==> src/tat_pkg.sv <==
`timescale 1ns / 1ps
// ----------------------------------------------------------------------------
// tat_pkg
// Types and constants shared by the tracker advertisement table.
// ----------------------------------------------------------------------------
package tat_pkg;

  localparam int TABLE_ENTRIES = 16;
  localparam int IDX_W         = $clog2(TABLE_ENTRIES);
  localparam int CNT_W         = $clog2(TABLE_ENTRIES + 1);
  localparam int SLOT_W        = 4;
  localparam int ADDR_W        = 48;
  localparam int TS_W          = 32;

  localparam logic [15:0] CO_OFFLINE = 16'h004C;
  localparam logic [15:0] CO_A8      = 16'h00A8;
  localparam logic [15:0] CO_75      = 16'h0075;
  localparam logic [7:0]  OF_TYPE    = 8'h12;
  localparam logic [7:0]  OF_LENGTH  = 8'h19;
  localparam logic [7:0]  LEN_MIN    = 8'd2;
  localparam logic [7:0]  LEN_MIN_OF = 8'd4;

  localparam logic signed [7:0] RSSI_FLOOR = -8'sd127;

  typedef enum logic [2:0] {
    ST_NONE    = 3'd0,
    ST_NEW     = 3'd1,
    ST_UPDATED = 3'd2,
    ST_FULL    = 3'd3,
    ST_CLEARED = 3'd4
  } status_t;

  typedef enum logic [1:0] {
    KIND_OFFLINE = 2'd0,
    KIND_CO_A8   = 2'd1,
    KIND_CO_75   = 2'd2
  } kind_t;

  typedef enum logic [1:0] {
    S_IDLE,
    S_SCAN,
    S_DONE
  } state_t;

  typedef struct packed {
    logic [ADDR_W-1:0] address;
    kind_t             kind;
    logic signed [7:0] recent_rssi;
    logic signed [7:0] best_rssi;
    logic [TS_W-1:0]   first_seen;
    logic [TS_W-1:0]   last_seen;
  } entry_t;

  typedef struct packed {
    status_t           status;
    kind_t             kind;
    logic [SLOT_W-1:0] slot;
    logic signed [7:0] recent_rssi;
    logic signed [7:0] best_rssi;
    logic [TS_W-1:0]   first_seen;
    logic [TS_W-1:0]   last_seen;
    logic [CNT_W-1:0]  entry_count;
  } result_t;

endpackage

==> src/tat_if.sv <==
`timescale 1ns / 1ps
// ----------------------------------------------------------------------------
// tat_if
// Valid/ready channels for advertisement requests and table results.
// ----------------------------------------------------------------------------
interface tat_adv_if;
  logic              valid;
  logic              ready;
  logic              mode;
  logic [47:0]       device_address;
  logic [7:0]        mfg_length;
  logic [15:0]       company_id;
  logic [7:0]        frame_type;
  logic [7:0]        frame_length;
  logic signed [7:0] rssi;
  logic [31:0]       timestamp;

  modport source (
    output valid, mode, device_address, mfg_length, company_id, frame_type,
           frame_length, rssi, timestamp,
    input  ready
  );
  modport sink (
    input  valid, mode, device_address, mfg_length, company_id, frame_type,
           frame_length, rssi, timestamp,
    output ready
  );
endinterface

interface tat_res_if;
  logic              valid;
  logic              ready;
  logic [2:0]        status;
  logic [1:0]        tracker_kind;
  logic [3:0]        slot;
  logic signed [7:0] recent_rssi;
  logic signed [7:0] best_rssi;
  logic [31:0]       first_seen;
  logic [31:0]       last_seen;
  logic [4:0]        entry_count;

  modport source (
    output valid, status, tracker_kind, slot, recent_rssi, best_rssi, first_seen,
           last_seen, entry_count,
    input  ready
  );
  modport sink (
    input  valid, status, tracker_kind, slot, recent_rssi, best_rssi, first_seen,
           last_seen, entry_count,
    output ready
  );
endinterface

==> src/tracker_advert_table_core.sv <==
`timescale 1ns / 1ps
// ----------------------------------------------------------------------------
// tracker_advert_table_core
// Classifies advertisements as tracker kinds and keeps a 16-entry table of
// trackers keyed by device address, with last/peak strength and seen times.
// ----------------------------------------------------------------------------
//  channel | dir | payload
//  adv     | in  | mode, device_address, mfg_length, company_id, frame_type,
//          |     | frame_length, rssi, timestamp
//  res     | out | status, tracker_kind, slot, recent_rssi, best_rssi,
//          |     | first_seen, last_seen, entry_count
//
// A clear or non-tracker request is registered as a result at accept and
// moves to the output register from the done state. A tracker request walks
// the table through the single read port of the entry memory, one read per
// cycle, and stops early when an address matches.
// Reset empties the table (count to zero); entry contents are not
// cleared. A result waits in the output register while the next request is
// accepted; a stalled result holds the core in its done state.
// ----------------------------------------------------------------------------
module tracker_advert_table_core (
  input logic       clk,
  input logic       rst,
  tat_adv_if.sink   adv,
  tat_res_if.source res
);
  import tat_pkg::*;

  state_t            state, state_next;
  logic [CNT_W-1:0]  count;
  logic [CNT_W-1:0]  rd_idx;
  logic              pend;
  logic [IDX_W-1:0]  pend_idx;

  logic [ADDR_W-1:0] key;
  logic signed [7:0] rssi_q;
  logic [TS_W-1:0]   ts_q;
  kind_t             kind_q;

  entry_t            mem [TABLE_ENTRIES];
  entry_t            mem_q;
  entry_t            base, upd;

  result_t           res_q, res_next, out_q;
  logic              out_valid;

  logic              accept, cls_hit, issue_ok, hit, miss, full;
  logic              rd_en, mem_we, load_out;
  logic [IDX_W-1:0]  wr_idx;
  kind_t             cls_kind;

  assign accept = adv.valid && adv.ready;

  // classification
  always_comb begin
    cls_hit  = 1'b0;
    cls_kind = KIND_OFFLINE;
    if (adv.mfg_length >= LEN_MIN) begin
      case (adv.company_id)
        CO_OFFLINE: begin
          if (adv.mfg_length >= LEN_MIN_OF && adv.frame_type == OF_TYPE &&
              adv.frame_length == OF_LENGTH) begin
            cls_hit = 1'b1;
          end
        end
        CO_A8: begin
          cls_hit  = 1'b1;
          cls_kind = KIND_CO_A8;
        end
        CO_75: begin
          cls_hit  = 1'b1;
          cls_kind = KIND_CO_75;
        end
        default: cls_hit = 1'b0;
      endcase
    end
  end

  // scan compare, one entry per cycle behind the read
  assign issue_ok = rd_idx < count;
  assign hit      = pend && (mem_q.address == key);
  assign miss     = !pend && !issue_ok;
  assign full     = count == CNT_W'(TABLE_ENTRIES);

  always_comb begin
    if (hit) begin
      base = mem_q;
    end else begin
      base.address     = key;
      base.kind        = kind_q;
      base.recent_rssi = RSSI_FLOOR;
      base.best_rssi   = RSSI_FLOOR;
      base.first_seen  = ts_q;
      base.last_seen   = ts_q;
    end
    upd             = base;
    upd.recent_rssi = rssi_q;
    if (rssi_q > base.best_rssi) begin
      upd.best_rssi = rssi_q;
    end
    upd.last_seen = ts_q;
  end

  // next state
  always_comb begin
    state_next = state;
    case (state)
      S_IDLE: begin
        if (accept) begin
          state_next = (adv.mode || !cls_hit) ? S_DONE : S_SCAN;
        end
      end
      S_SCAN: begin
        if (hit || miss) state_next = S_DONE;
      end
      S_DONE: begin
        if (load_out) state_next = S_IDLE;
      end
      default: state_next = S_IDLE;
    endcase
  end

  // control outputs
  always_comb begin
    adv.ready = state == S_IDLE;
    rd_en     = (state == S_SCAN) && issue_ok;
    mem_we    = (state == S_SCAN) && (hit || (miss && !full));
    wr_idx    = hit ? pend_idx : count[IDX_W-1:0];
    load_out  = (state == S_DONE) && (!out_valid || res.ready);
  end

  // result for the request being finished
  always_comb begin
    res_next = '0;
    if (state == S_IDLE) begin
      if (adv.mode) begin
        res_next.status = ST_CLEARED;
      end else begin
        res_next.status      = ST_NONE;
        res_next.entry_count = count;
      end
    end else if (hit || !full) begin
      res_next.status      = hit ? ST_UPDATED : ST_NEW;
      res_next.kind        = kind_q;
      res_next.slot        = SLOT_W'(wr_idx);
      res_next.recent_rssi = upd.recent_rssi;
      res_next.best_rssi   = upd.best_rssi;
      res_next.first_seen  = upd.first_seen;
      res_next.last_seen   = upd.last_seen;
      res_next.entry_count = hit ? count : count + 1'b1;
    end else begin
      res_next.status      = ST_FULL;
      res_next.kind        = kind_q;
      res_next.entry_count = count;
    end
  end

  always_ff @(posedge clk) begin
    if (mem_we) mem[wr_idx] <= upd;
    if (rd_en) mem_q <= mem[rd_idx[IDX_W-1:0]];
  end

  always_ff @(posedge clk) begin
    if (rst) begin
      state     <= S_IDLE;
      count     <= '0;
      pend      <= 1'b0;
      out_valid <= 1'b0;
    end else begin
      state <= state_next;
      if (accept && adv.mode) begin
        count <= '0;
      end else if (state == S_SCAN && miss && !full) begin
        count <= count + 1'b1;
      end
      pend <= accept ? 1'b0 : rd_en;
      if (load_out) begin
        out_valid <= 1'b1;
      end else if (res.ready) begin
        out_valid <= 1'b0;
      end
    end
  end

  always_ff @(posedge clk) begin
    if (accept) begin
      key    <= adv.device_address;
      rssi_q <= adv.rssi;
      ts_q   <= adv.timestamp;
      kind_q <= cls_kind;
      rd_idx <= '0;
      res_q  <= res_next;
    end else if (rd_en) begin
      rd_idx <= rd_idx + 1'b1;
    end
    if (rd_en) pend_idx <= rd_idx[IDX_W-1:0];
    if (state == S_SCAN && (hit || miss)) res_q <= res_next;
    if (load_out) out_q <= res_q;
  end

  assign res.valid        = out_valid;
  assign res.status       = out_q.status;
  assign res.tracker_kind = out_q.kind;
  assign res.slot         = out_q.slot;
  assign res.recent_rssi  = out_q.recent_rssi;
  assign res.best_rssi    = out_q.best_rssi;
  assign res.first_seen   = out_q.first_seen;
  assign res.last_seen    = out_q.last_seen;
  assign res.entry_count  = out_q.entry_count;

endmodule
==> src/flat_wrapper.sv <==
// flat-port wrapper written by rule: the top's interface ports become plain ports
module tracker_advert_table_core_flat import tat_pkg::*;
  (clk, rst, adv_valid, adv_mode, adv_device_address, adv_mfg_length, adv_company_id, adv_frame_type, adv_frame_length, adv_rssi, adv_timestamp, adv_ready, res_valid, res_status, res_tracker_kind, res_slot, res_recent_rssi, res_best_rssi, res_first_seen, res_last_seen, res_entry_count, res_ready);
  tat_adv_if adv_i ();
  tat_res_if res_i ();
  input logic clk;
  input logic rst;
  input wire logic [$bits(adv_i.valid)-1:0] adv_valid;
  input wire logic [$bits(adv_i.mode)-1:0] adv_mode;
  input wire logic [$bits(adv_i.device_address)-1:0] adv_device_address;
  input wire logic [$bits(adv_i.mfg_length)-1:0] adv_mfg_length;
  input wire logic [$bits(adv_i.company_id)-1:0] adv_company_id;
  input wire logic [$bits(adv_i.frame_type)-1:0] adv_frame_type;
  input wire logic [$bits(adv_i.frame_length)-1:0] adv_frame_length;
  input wire logic [$bits(adv_i.rssi)-1:0] adv_rssi;
  input wire logic [$bits(adv_i.timestamp)-1:0] adv_timestamp;
  output wire logic [$bits(adv_i.ready)-1:0] adv_ready;
  output wire logic [$bits(res_i.valid)-1:0] res_valid;
  output wire logic [$bits(res_i.status)-1:0] res_status;
  output wire logic [$bits(res_i.tracker_kind)-1:0] res_tracker_kind;
  output wire logic [$bits(res_i.slot)-1:0] res_slot;
  output wire logic [$bits(res_i.recent_rssi)-1:0] res_recent_rssi;
  output wire logic [$bits(res_i.best_rssi)-1:0] res_best_rssi;
  output wire logic [$bits(res_i.first_seen)-1:0] res_first_seen;
  output wire logic [$bits(res_i.last_seen)-1:0] res_last_seen;
  output wire logic [$bits(res_i.entry_count)-1:0] res_entry_count;
  input wire logic [$bits(res_i.ready)-1:0] res_ready;
  assign adv_i.valid = adv_valid;
  assign adv_i.mode = adv_mode;
  assign adv_i.device_address = adv_device_address;
  assign adv_i.mfg_length = adv_mfg_length;
  assign adv_i.company_id = adv_company_id;
  assign adv_i.frame_type = adv_frame_type;
  assign adv_i.frame_length = adv_frame_length;
  assign adv_i.rssi = adv_rssi;
  assign adv_i.timestamp = adv_timestamp;
  assign adv_ready = adv_i.ready;
  assign res_valid = res_i.valid;
  assign res_status = res_i.status;
  assign res_tracker_kind = res_i.tracker_kind;
  assign res_slot = res_i.slot;
  assign res_recent_rssi = res_i.recent_rssi;
  assign res_best_rssi = res_i.best_rssi;
  assign res_first_seen = res_i.first_seen;
  assign res_last_seen = res_i.last_seen;
  assign res_entry_count = res_i.entry_count;
  assign res_i.ready = res_ready;
  tracker_advert_table_core u_core (.clk(clk), .rst(rst), .adv(adv_i), .res(res_i));
endmodule
==> config.mk <==
export PLATFORM = sky130hd
export DESIGN_NAME = tracker_advert_table_core_flat
export DESIGN_NICKNAME = d
export VERILOG_FILES = /design/src/tat_pkg.sv /design/src/tat_if.sv /design/src/tracker_advert_table_core.sv /design/src/flat_wrapper.sv
export SDC_FILE = /design/constraint.sdc
export NUM_CORES = 2
export LEC_CHECK = 0
export BUFFER_PORTS_ARGS = -buffer_cell sky130_fd_sc_hd__buf_2
export CAP_MARGIN = 20
export CORE_MARGIN = 4
export CORE_UTILIZATION = 52
export CTS_BUF_LIST = sky130_fd_sc_hd__clkbuf_4
export CTS_CLUSTER_SIZE = 40
export DETAILED_ROUTE_END_ITERATION = 7
export PLACE_DENSITY = 0.83
export SLEW_MARGIN = 20
export SYNTH_ARGS = -nofsm -noshare
export SYNTH_HDL_FRONTEND = slang
export SYNTH_SLANG_ARGS = --single-unit
==> constraint.sdc <==
create_clock -name clk -period 11.9 [get_ports clk]
set_input_delay 1.19 -clock clk [delete_from_list [all_inputs] [get_ports clk]]
set_output_delay 1.19 -clock clk [all_outputs]
set_load 0.01 [all_outputs]
==> impl_metrics.py <==
metrics = {
    "synth": {
        "syn-instance-count": 2959,
        "synth-main-ff-cell": "edfxtp_1",
        "netlist_area_um2": 67600,
        "ys_types": 60,
        "syn_nets": 3107,
        "ys_ff_latch": 1792,
        "synth.avg_cell_area_um2": 22.84,
        "ys_warn_count": 0,
        "synthArstFlopShare_pct": 0,
        "synth_edf_count": 1778,
        "ys_seq_area_share_pct": 79.40,
    },
    "power_and_ir_drop": {
        "powerDensity_nw_per_um2": 156.6,
        "p_leak_nw": 24.13,
        "vdd_drop_max_mv": 0.07875,
    },
    "finish": {
        "layout_common_cells": "edfxtp_1, clkbuf_4, mux4_2, buf_2, clkinv_1",
        "final_area_um2": 76360,
        "syn_to_final_growth_pct": 12.97,
        "drive_above_1_share_pct": 37.07,
        "layout_commonest_cell": "edfxtp_1",
        "fin_nets": 3679,
    },
    "setup_path": {
        "critPathMaxStageDelay_ps": 800,
        "cpMostUsedCell": "nand2_1",
        "path_buf_inv": 1,
        "worst_setup_path_end_kind": "flip-flop",
        "cp-start-kind": "flip-flop",
        "crit_family": "simple AND/OR/NAND/NOR gates",
        "required_ps": 12770,
        "cp_cell_sequence": "xnor2_1, nand4_1, nor4_1, and4_4, buf_4, nand2_1, ha_1, a21oi_1, nand2_1, a211o_1, a31oi_1, nand2_1, o22a_1",
        "crit_arrival_ps": 7090,
        "cp_slowest_cell": "buf_4",
        "crit_path_max_fanout": 89,
        "worstSetupPathType": "reg -> reg",
    },
    "detailed_routing": {
        "wl_um": 150600,
        "routed_via_density": 6.003,
        "wl_per_cell_um": 26.96,
        "antenna_left": 0,
        "drt_first_pass_iters": 6,
        "vias": 33540,
        "drt_iter0_drc": 4126,
        "drc": 0,
    },
    "die": {
        "rows": 132,
        "io_pins": 229,
        "die_y_um": 368.6,
        "start_util_pct": 52.27,
        "die-area_um2": 135800,
        "core_um2": 129300,
        "die_w_um": 368.6,
    },
    "timing": {
        "final-hold-violation-count": 0,
        "rsz0062_at_grt": "no",
        "min_period_ps": 6221,
        "tns_ps": 0,
        "max_freq_mhz": 160.7,
        "maxSlewHeadroom_pct": 18.33,
        "tightestPinTransition_ps": 1225,
        "skew_ps": 162.3,
        "finalCritPeriodShare_pct": 52.28,
        "report.final.slew_viol_count": 0,
        "finalSetupViolCount": 0,
    },
    "global_route": {
        "gr-total-overflow": 0,
        "grt_pass1_vias": 35180,
        "grt_pass1_wl_um": 224000,
        "grt_use_total_pct": 22.30,
        "antenna_found_initial": 6,
        "grt_start_max_net_pins": 143,
    },
    "place": {
        "place.gp.congestion": 0.8049,
        "placed_area_um2": 71070,
        "dp_hpwl_um": 80190,
        "io_buffers": 227,
    },
    "clock_network": {
        "cts_sinks": 1792,
        "cts_tree": "yes",
        "clk_latency_ps": 1290,
        "cts_buffers": 426,
        "htree_levels": 5,
        "postCtsResizedCells": 0,
        "clk_path_buf_depth": 4,
        "cts_hold_buffers": 13,
        "cts-root-buf": "clkbuf_4",
        "path_clk_slew_ps": 60,
        "post_cts_buffers": 0,
    },
    "worst_hold_path": {
        "hold_class": "in -> reg",
    },
    "run_status": {
        "status": "completed",
    },
    "run": {
        "cap_violations": 0,
    },
}
[kinds of logic after synthesis]
logic type | synth area share [%]
flops | 79.40
mux | 14.72
simple gates | 2.169
buf+inv | 1.449
compound gates | 1.377
xor+xnor | 0.6090
fa+ha+maj | 0.2776
[power by group]
part           internal [mW]  total (mW)  switching (mW)
logic                 0.0654       0.222           0.156
registers               7.03        7.09          0.0656
clock network           2.38        4.65            2.27
[cell type report]
cell class,instances,area (um^2)
clock inverters,126,551.8
fillers,8747,52960
flip-flops and latches,1792,53690
multi-input cells,936,13190
clock buffers,607,4557
inverters,46,177.7
diodes,9,22.52
repair buffers,329,2003
well taps,1742,2180
[layer usage]
layer,part of all wire [%],track usage (%)
met1,36,30.11
met2,51,36.63
met3,10,4.376
met4,2.7,8.280
met5,0,0
[flip-flops by register name, summed over array words and instances (netlist names), 5 cells and up]
register and cells:
u_core.res.best_rssi 8, u_core.res.last_seen 32, u_core.count 5, u_core.res.entry_count 5, u_core.res.recent_rssi 8, u_core.res.first_seen 32
u_core.rssi_q 8, u_core.rd_idx 5, u_core.key 48, u_core.res_q 94, u_core.mem 1408, u_core.mem_q 88
u_core.ts_q 32
[synth_stat cells, types with 3 or more instances]
| cell type | number | area share [%] |
|---|---|---|
| edfxtp_1 | 1778 | 79 |
| mux4_2 | 440 | 15 |
| clkbuf_1 | 123 | 0.68 |
| nand2_1 | 73 | 0.41 |
| nand3_1 | 59 | 0.44 |
| a21oi_1 | 54 | 0.40 |
| inv_1 | 46 | 0.26 |
| xnor2_1 | 45 | 0.58 |
| nor3_1 | 43 | 0.32 |
| buf_2 | 42 | 0.31 |
| o21ai_0 | 41 | 0.30 |
| nand4_1 | 28 | 0.26 |
| nor2_1 | 18 | 0.10 |
| ha_1 | 15 | 0.28 |
| dfxtp_1 | 14 | 0.41 |
| buf_1 | 12 | 0.067 |
| nand2b_1 | 11 | 0.10 |
| and2_1 | 9 | 0.083 |
| buf_6 | 8 | 0.13 |
| nor2b_1 | 7 | 0.065 |
| nor4_1 | 7 | 0.065 |
| o211ai_1 | 7 | 0.078 |
| o22ai_1 | 7 | 0.065 |
| nand4b_1 | 6 | 0.078 |
| and3_1 | 4 | 0.037 |
| mux2i_1 | 4 | 0.059 |
| o31ai_1 | 4 | 0.044 |
| a21o_1 | 3 | 0.033 |
| a311oi_1 | 3 | 0.039 |
| nor4b_1 | 3 | 0.039 |
| o21ai_1 | 3 | 0.022 |
| o41ai_1 | 3 | 0.039 |
| or3_1 | 3 | 0.028 |
[through the flow]
stage | instances | total power [mW] | hold slack (ps) | utilization [%] | setup WS, ps
final | 5587 | 11.96 | 138.4 | 59.05 | 5679
after global routing | 5587 | 12.47 | -4.032 | 59.05 | 5394
after CTS | 5577 | 12.07 | 0.9096 | 59.01 | 5842
after detailed placement | 4831 | 7.446 | 404.5 | 54.96 | 5759
after global placement | 4829 | 7.428 | 400.9 | 54.94 | 6027
after floorplan | 2959 | 7.315 | 400.3 | - | 596.3
[path summary, 6_finish.rpt]
kind | start | endpoint | slack, ps | cells past startpoint
worst max register to register | u_core.key[28]$_DFFE_PP_ | u_core.mem[3][71]$_DFFE_PP_ | 5680 | 13
worst min-delay path | adv_timestamp[23] | u_core.ts_q[23]$_DFFE_PP_ | 140 | 1
worst min register to register | u_core.res_q[47]$_SDFFCE_PP0P_ | u_core.res.first_seen[10]$_DFFE_PP_ | 410 | 0
worst max-delay path | u_core.key[28]$_DFFE_PP_ | u_core.mem[3][71]$_DFFE_PP_ | 5680 | 13
No activity file was read; power rests on OpenSTA's default activity.
